[src/rtl/tc_iir_pkg.sv]
`timescale 1ns / 1ps

package tc_iir_pkg;

    // Fixed field widths
    localparam int CHANNEL_W        = 4;
    localparam int COUNT_W          = 16;
    localparam int FACTOR_W         = 8;
    localparam int CHAN_EN_W        = 10;
    localparam int CFG_DATA_W       = 10;
    localparam int CFG_IDX_W        = 1;

    // Register indexes
    localparam logic [CFG_IDX_W-1:0] REG_FILTER_FACTOR  = 1'b0;
    localparam logic [CFG_IDX_W-1:0] REG_CHANNEL_ENABLE = 1'b1;

    // Reset values
    localparam logic [FACTOR_W-1:0]  FILTER_FACTOR_RST  = 8'd4;
    localparam logic [CHAN_EN_W-1:0] CHANNEL_ENABLE_RST = '0;

    // Parameter defaults
    localparam int NUM_CHANNELS_DEF  = 10;
    localparam int FRACTION_BITS_DEF = 4;

    // Channel vector as seen through a 4-bit channel number
    localparam int CHAN_SPACE = 2 ** CHANNEL_W;

    typedef logic [CHANNEL_W-1:0] channel_t;

endpackage

[src/rtl/touch_channel_iir_smoother.sv]
`timescale 1ns / 1ps

// Per-channel touch count smoother. Each beat on the input carries a channel
// number and a 16-bit raw count; for an enabled channel the block runs one
// step of a first-order IIR filter, acc = (scaled + (k-1)*acc) / k rounded
// down, where scaled is the raw count shifted up by FRACTION_BITS and k is
// filter_factor (k = 0 passes the sample through). An accumulator of zero
// means "not yet seeded" and is first loaded with the scaled sample. One
// output beat per enabled sample carries the channel and the accumulator
// rounded back to a whole count. Samples for disabled or out-of-range
// channels are dropped without an output beat and leave the state alone.
// Items are processed one at a time: an enabled sample goes from acceptance
// through the multiply step and the divide steps to the result register; the
// restoring divider produces one quotient bit per cycle, and with k = 0 the
// divide is skipped. The next sample can be taken in the cycle after the
// result is registered. A dropped sample does not hold the input: another
// beat can follow at the next edge. The output register decouples the sides,
// so a new sample is taken while a result still waits; that sample holds in
// its last step until the waiting result has gone.
// The accumulators are cleared by reset; configuration writes take effect
// at once and are expected only while the block is idle.
module touch_channel_iir_smoother
    import tc_iir_pkg::*;
#(
    parameter int NUM_CHANNELS  = NUM_CHANNELS_DEF,
    parameter int FRACTION_BITS = FRACTION_BITS_DEF
)
(
    input  logic                  clk,
    input  logic                  rst_n,

    input  logic                  cfg_write,
    input  logic [CFG_IDX_W-1:0]  cfg_index,
    input  logic [CFG_DATA_W-1:0] cfg_data,

    input  logic                  in_valid,
    output logic                  in_ready,
    input  logic [CHANNEL_W-1:0]  channel,
    input  logic [COUNT_W-1:0]    raw_count,

    output logic                  out_valid,
    input  logic                  out_ready,
    output logic [CHANNEL_W-1:0]  channel_out,
    output logic [COUNT_W-1:0]    smoothed_value
);

    // Accumulator and numerator widths
    localparam int ACC_W   = COUNT_W + FRACTION_BITS;
    localparam int NUM_W   = ACC_W + FACTOR_W;
    localparam int CNT_W   = $clog2(ACC_W + 1);
    localparam int IDX_W   = (NUM_CHANNELS > 1) ? $clog2(NUM_CHANNELS) : 1;
    localparam logic [ACC_W:0] ROUND_TERM = (ACC_W + 1)'((1 << FRACTION_BITS) >> 1);

    // Sequencer states
    localparam logic [1:0] ST_IDLE = 2'd0;
    localparam logic [1:0] ST_MUL  = 2'd1;
    localparam logic [1:0] ST_DIV  = 2'd2;
    localparam logic [1:0] ST_DONE = 2'd3;

    logic [1:0]            state_reg, state_next;
    logic [FACTOR_W-1:0]   factor_reg;
    logic [CHAN_EN_W-1:0]  enable_reg;
    logic [ACC_W-1:0]      acc_store_reg [NUM_CHANNELS];

    channel_t              ch_reg;
    logic [ACC_W-1:0]      scaled_reg;
    logic [ACC_W-1:0]      acc_reg;
    logic [FACTOR_W-1:0]   rem_reg, rem_next;
    logic [ACC_W-1:0]      quo_reg, quo_next;      // dividend bits in, quotient bits out
    logic [CNT_W-1:0]      cnt_reg;

    logic                  out_valid_reg;
    channel_t              out_ch_reg;
    logic [COUNT_W-1:0]    out_val_reg;

    // Input side decode
    logic [CHAN_SPACE-1:0] en_ext;
    logic                  ch_in_range;
    logic                  ch_enabled;
    logic                  in_fire;
    logic [IDX_W-1:0]      in_idx;
    logic [ACC_W-1:0]      acc_rd;
    logic [ACC_W-1:0]      scaled_in;

    assign en_ext      = CHAN_SPACE'(enable_reg);
    assign ch_in_range = ({1'b0, channel} < (CHANNEL_W + 1)'(NUM_CHANNELS));
    assign ch_enabled  = ch_in_range && en_ext[channel];
    assign in_ready    = (state_reg == ST_IDLE);
    assign in_fire     = in_valid && in_ready;
    assign in_idx      = IDX_W'(channel);
    assign acc_rd      = ch_in_range ? acc_store_reg[in_idx] : '0;
    assign scaled_in   = ACC_W'(raw_count) << FRACTION_BITS;

    // Numerator: scaled + (k-1)*acc, registered straight into the divider
    logic [NUM_W-1:0]      numerator;
    assign numerator = NUM_W'(factor_reg - 1'b1) * NUM_W'(acc_reg) + NUM_W'(scaled_reg);

    // One restoring divide step per cycle
    logic [FACTOR_W:0]     trial;
    logic [FACTOR_W:0]     trial_diff;
    logic                  q_bit;

    assign trial      = {rem_reg, quo_reg[ACC_W-1]};
    assign trial_diff = trial - {1'b0, factor_reg};
    assign q_bit      = (trial >= {1'b0, factor_reg});

    always_comb
    begin
        rem_next = q_bit ? trial_diff[FACTOR_W-1:0] : trial[FACTOR_W-1:0];
        quo_next = {quo_reg[ACC_W-2:0], q_bit};
    end

    // Result rounding
    logic [ACC_W:0]        rounded;
    logic                  out_free;

    assign rounded  = {1'b0, quo_reg} + ROUND_TERM;
    assign out_free = !out_valid_reg || out_ready;

    always_comb
    begin
        state_next = state_reg;
        case (state_reg)
            ST_IDLE:
            begin
                if (in_fire && ch_enabled)
                begin
                    state_next = ST_MUL;
                end
            end
            ST_MUL:
            begin
                state_next = (factor_reg == '0) ? ST_DONE : ST_DIV;
            end
            ST_DIV:
            begin
                if (cnt_reg == CNT_W'(1))
                begin
                    state_next = ST_DONE;
                end
            end
            ST_DONE:
            begin
                if (out_free)
                begin
                    state_next = ST_IDLE;
                end
            end
            default:
            begin
                state_next = ST_IDLE;
            end
        endcase
    end

    // Control and configuration
    always_ff @(posedge clk or negedge rst_n)
    begin
        if (!rst_n)
        begin
            state_reg     <= ST_IDLE;
            factor_reg    <= FILTER_FACTOR_RST;
            enable_reg    <= CHANNEL_ENABLE_RST;
            out_valid_reg <= 1'b0;
            cnt_reg       <= '0;
        end
        else
        begin
            state_reg <= state_next;
            if (cfg_write)
            begin
                case (cfg_index)
                    REG_FILTER_FACTOR:  factor_reg <= cfg_data[FACTOR_W-1:0];
                    REG_CHANNEL_ENABLE: enable_reg <= cfg_data[CHAN_EN_W-1:0];
                    default:            ;
                endcase
            end
            if (state_reg == ST_MUL)
            begin
                cnt_reg <= CNT_W'(ACC_W);
            end
            else if (state_reg == ST_DIV)
            begin
                cnt_reg <= cnt_reg - 1'b1;
            end
            if (state_reg == ST_DONE && out_free)
            begin
                out_valid_reg <= 1'b1;
            end
            else if (out_ready)
            begin
                out_valid_reg <= 1'b0;
            end
        end
    end

    // Accumulator store, cleared by reset (zero = unseeded)
    always_ff @(posedge clk or negedge rst_n)
    begin
        if (!rst_n)
        begin
            for (int i = 0; i < NUM_CHANNELS; i++)
            begin
                acc_store_reg[i] <= '0;
            end
        end
        else if (state_reg == ST_DONE && out_free)
        begin
            acc_store_reg[IDX_W'(ch_reg)] <= quo_reg;
        end
    end

    // Datapath
    always_ff @(posedge clk)
    begin
        case (state_reg)
            ST_IDLE:
            begin
                if (in_fire)
                begin
                    ch_reg     <= channel;
                    scaled_reg <= scaled_in;
                    acc_reg    <= (acc_rd == '0) ? scaled_in : acc_rd;
                end
            end
            ST_MUL:
            begin
                if (factor_reg == '0)
                begin
                    quo_reg <= scaled_reg;
                end
                else
                begin
                    rem_reg <= numerator[NUM_W-1:ACC_W];
                    quo_reg <= numerator[ACC_W-1:0];
                end
            end
            ST_DIV:
            begin
                rem_reg <= rem_next;
                quo_reg <= quo_next;
            end
            ST_DONE:
            begin
                if (out_free)
                begin
                    out_ch_reg  <= ch_reg;
                    out_val_reg <= rounded[FRACTION_BITS +: COUNT_W];
                end
            end
            default: ;
        endcase
    end

    assign out_valid      = out_valid_reg;
    assign channel_out    = out_ch_reg;
    assign smoothed_value = out_val_reg;

`ifndef NO_ASSERTIONS
    // Divider remainder must stay below the divisor
    a_rem_below_k: assert property (@(posedge clk) disable iff (!rst_n)
        (state_reg == ST_DIV) |-> (rem_reg < factor_reg))
        else $error("divider remainder not below filter factor");

    // A dropped sample must not start the sequencer
    a_drop_idle: assert property (@(posedge clk) disable iff (!rst_n)
        (in_fire && !ch_enabled) |=> (state_reg == ST_IDLE))
        else $error("dropped sample started processing");

    // Result register is loaded only on leaving the done state
    a_out_from_done: assert property (@(posedge clk) disable iff (!rst_n)
        $rose(out_valid_reg) |-> ($past(state_reg) == ST_DONE))
        else $error("output beat without completed item");

    // Finished item lands in the output with its channel
    a_out_channel: assert property (@(posedge clk) disable iff (!rst_n)
        (state_reg == ST_DONE && out_free) |=>
            (out_valid_reg && channel_out == $past(ch_reg)))
        else $error("output beat carries wrong channel");
`endif

endmodule

[config.mk]
export PLATFORM = sky130hd
export DESIGN_NAME = touch_channel_iir_smoother
export DESIGN_NICKNAME = d
export VERILOG_FILES = /design/src/rtl/tc_iir_pkg.sv /design/src/rtl/touch_channel_iir_smoother.sv
export SDC_FILE = /design/constraint.sdc
export NUM_CORES = 1
export LEC_CHECK = 0
export ABC_CLOCK_PERIOD_IN_PS = 20200
export BUFFER_PORTS_ARGS = -buffer_cell sky130_fd_sc_hd__buf_2
export CORE_UTILIZATION = 45
export CTS_CLUSTER_SIZE = 8
export DETAILED_ROUTE_END_ITERATION = 7
export HOLD_SLACK_MARGIN = 0.1
export PLACE_DENSITY_LB_ADDON = 0.08
export SYNTH_ARGS = -nofsm -noshare
export SYNTH_HDL_FRONTEND = slang
export SYNTH_SLANG_ARGS = --single-unit
[constraint.sdc]
create_clock -name clk -period 20.2 [get_ports clk]
set_clock_uncertainty 0.15 [all_clocks]
set_input_delay 5.05 -clock clk [delete_from_list [all_inputs] [get_ports clk]]
set_output_delay 5.05 -clock clk [all_outputs]
set_load 0.005 [all_outputs]
# After elaboration in Yosys (flattened, before gate mapping)
# Index checks and enable logic that the tools add are counted.
# word_totals
ff_bits,314
# classes
n_eq_ne,8
n_mul,1
n_reduce_logical,18
order_cmp,6
mux,24
add_sub_neg,5
bitwise,3
# op_table
op,count
$bwmux 200,1
$mux 20,6
$bmux 20 s4,1
$demux 20 s4,1
$pmux 20 s2,1
$add 28x20->28,1
$mul 9x21->28,1
$add 20x4->20 const B,1
$logic_not 20->1,1
$mux 8,2
$pmux 8 s2,1
$ge 5x5->1 const B,2
$mux 5,2
$not 4->5,2
$reduce_and 2->1,5
$ge 9x8->1,1
$sub 8x1->9 const B,1
$logic_not 8->1,1
$pmux 2 s4,1
$sub 8x8->8,1
$mux 2,3
$ne 2x2->1 const B,3
$eq 5x1->1 const B,1
$logic_and 1x1->1,5
15 further kinds,20

# Depth between registers and ports, before layout
# depth
word_depth,7
depth_mapped,27
mapped_depth_nobuf,25

# Least setup slack after synthesis
# Ideal clock, no wire load.
# synth_timing
path_type,input to register
from,input port channel[1]
to,register acc_reg[10] (data pin)
path_stages,10
setup_slack_ns,12.802
arrival_time_ns,7.120
n_path_buf,3
setup_time_ns,0.128
cell_sequence,clkbuf_1 clkbuf_1 mux4_2 a221oi_1 a21oi_1 nor4_1 nand3_1 nor2_4 buf_6 a21o_1
# synth_between
elab_chain_cells,7
word_cells_on_any_way,8
classes_between,1 x order compare; 5 x mux; 1 x bitwise; 1 x reduce/logical
# synth_lines
item,line_no,rtl
start: declaration,touch_channel_iir_smoother.sv:38,"input logic [CHANNEL_W-1:0] channel,"
$not 4->5 (not written as such),touch_channel_iir_smoother.sv:91,assign acc_rd = ch_in_range ? acc_store_reg[in_idx] : '0;
$bmux 20 s4,touch_channel_iir_smoother.sv:91,
$mux 20 (not written as such) (2 in a row),touch_channel_iir_smoother.sv:91,
$mux 20 *,touch_channel_iir_smoother.sv:91,
$logic_not 20->1,touch_channel_iir_smoother.sv:223,acc_reg <= (acc_rd == '0) ? scaled_in : acc_rd;
$mux 20 *,touch_channel_iir_smoother.sv:223,
end signal: assignment,touch_channel_iir_smoother.sv:223,
end: declaration,touch_channel_iir_smoother.sv:67,logic [ACC_W-1:0] acc_reg;
# Mark *: on every way between the ends. The rest lies on a longest branch, timed or not. The select of a mux whose other input is x is not followed.
# A chain may end at the register's enable or synchronous reset.

# Worst setup path after layout
# layout_timing
from,input port channel[0]
to,register acc_reg[19] (data pin)
# The elaborated chain is that of the path after synthesis.

==> impl_metrics.json <==
{
  "status": "finished, final reports clean",
  "grt_start_max_net_pins": 97,
  "synth_edf_count": 88,
  "hold_viol": 0,
  "cp-startpoint": "channel[0]",
  "cts_resized": 0,
  "min_path_cells": 2,
  "area_growth_pct": 10.1,
  "detail_route.iter0.violations": 829,
  "ys_seq_elements": 314,
  "cp_max_fo": 37,
  "synth_area_per_cell_um2": 11.8,
  "finalNetCount": 2041,
  "reg2reg_slack_ns": 12.54,
  "avgViaCountPerCell": 5.50,
  "path_class": "input pin to register",
  "maxSlewViolCount": 0,
  "cts.htree.levels": 2,
  "cts_root_buf": "clkbuf_16",
  "ctsLongestPathBuffers": 3,
  "synth_ff_type": "dfrtp_1",
  "multi_input_area_mm2": 0.0110,
  "ant_nets": 0,
  "finalSetupViolCount": 0,
  "io-pin-count": 58,
  "ys_seq_area_frac": 0.405,
  "yosys.area.top_type": "dfrtp_1",
  "max_cap_violations": 0,
  "grt.total_usage": 0.238,
  "rr_worst_depth": 26,
  "drc": 0,
  "synthesis.area_mm2": 0.0205,
  "fillCellCount": 4037,
  "cp-end-kind": "register",
  "io_buffers": 57,
  "post_cts_buffers": 0,
  "die_h_um": 215,
  "clk_pin_slew_worst_paths_ns": 0.05,
  "crit_end": "acc_reg[19]",
  "globalplace.congestion": 0.832,
  "num_vias": 13200,
  "diodes": 0,
  "rsz0062_at_grt": "no",
  "clkSinkCount": 314,
  "ys_types": 54,
  "die_x_um": 215,
  "clock_latency_ns": 0.55,
  "dr.pass1.iters": 6,
  "cts_tree": "done",
  "period_needed_ns": 8.13,
  "cts_inserted_buffers": 45,
  "rr_endpoint": "rem_reg[7]",
  "reg2reg_from": "factor_reg[0]",
  "clock.fmax_mhz": 123,
  "regArea_mm2": 0.00830,
  "grt_pass1_vias": 14000,
  "grt_pass1_wl_um": 83600,
  "post_dp_cell_area_mm2": 0.0213,
  "gr-total-overflow": 0,
  "synth.most_common_cell": "dfrtp_1",
  "synthArstFlopShare": 0.720,
  "drive_above_1_share": 0.225,
  "stdcell_area_mm2": 0.0225,
  "cts_hold_buf": 0,
  "syn_nets": 2008,
  "min_path_type": "register to register",
  "largest_register_ffs": 200,
  "timing.setup.tns_ns": 0,
  "die_area_mm2": 0.0464,
  "start_util": 0.460,
  "hpwl_um": 37300,
  "antenna_found_initial": 1,
  "drt-total-wl_um": 52900,
  "slew_headroom": 0.222,
  "netlist.area_leader.share": 0.275,
  "post-place-ws_ns": 11.40,
  "post-route-period-util": 0.402,
  "synth_commonest_cells": "225 x dfrtp_1, 220 x mux2_2, 196 x inv_1, 156 x nand2_1, 144 x fa_1",
  "worstMarginPinSlew_ns": 1.17,
  "yosysWarningCount": 0,
  "synth.area.top_cells": "dfrtp_1 27%, fa_1 14%, edfxtp_1 13%",
  "post_drt_wl_per_cell_um": 22.1,
  "core_area_mm2": 0.0445,
  "synthCells": 1743,
  "crit_arrival_ns": 8.40,
  "fin_ws_ns": 12.07,
  "cp-start-kind": "input pin",
  "cp.required_ns": 20.47,
  "rows": 77
}
-- cell type report --
| cell class | count | area share |
|---|---|---|
| clock buffers | 70 | 0.0541 |
| inverters | 198 | 0.0330 |
| clock inverters | 2 | 0.000444 |
| flip-flops and latches | 314 | 0.368 |
| repair buffers | 84 | 0.0222 |
| well taps | 592 | 0.0329 |
| multi-input cells | 1133 | 0.489 |
-- per-stage QoR --
step / instances / hold WS (ns) / utilization
after floorplan: 1743 / 0.294 / -
after global placement: 2321 / 0.307 / 0.479
after detailed placement: 2321 / 0.320 / 0.479
after CTS: 2393 / 0.333 / 0.506
after global routing: 2393 / 0.355 / 0.506
final: 2393 / 0.328 / 0.506
-- worst min path at each step --
stage	slack, ns	startpoint	to
6_report	0.33	acc_store_reg[119]	acc_store_reg[119]
5_1_grt	0.36	acc_store_reg[54]	acc_store_reg[54]
4_1_cts	0.33	acc_store_reg[109]	acc_store_reg[109]
3_5_place_dp	0.32	acc_store_reg[99]	acc_store_reg[99]
3_3_place_gp	0.31	acc_store_reg[149]	acc_store_reg[149]
2_1_floorplan	0.29	acc_store_reg[19]	acc_store_reg[19]
-- layout by cell type (no fill, tap or decap), drive strengths merged, types with 70 or more instances in the layout --
cell and instances:
and2 79, buf 84, clkbuf 70, dfrtp 225
edfxtp 88, fa 144, ha 85, inv 197
mux2 220, nand2 156
-- worst max-delay path: stages --
cell and delay, ns:
buf_4 0.42, buf_4 0.65, mux4_2 0.58, a221oi_1 0.30, a21oi_1 0.13, nor4_1 0.44, nand3_1 0.19, nor2_4 0.41
a21o_1 0.20
-- cell families after synthesis --
kind of cell / count (synthesis) / synth area share
buffers and inverters: 296 / 0.0568
XOR/XNOR: 50 / 0.0214
adder cells (fa/ha/maj): 229 / 0.193
multiplexers: 268 / 0.171
flip-flops: 314 / 0.405
AO/OA/AOI/OAI: 207 / 0.0637
AND/OR/NAND/NOR: 379 / 0.0897
-- layer usage --
layer / track usage / up-vias / routed length [um]
met4: 0.0615 / 2 / 1130
met3: 0.0334 / 61 / 1980
met5: 0 / - / 12
li1: - / 5945 / -
met2: 0.392 / 251 / 25400
met1: 0.332 / 6899 / 24400
Power is not shown: default switching activity piles up to over one toggle a cycle in this logic, so the estimate is an artifact.
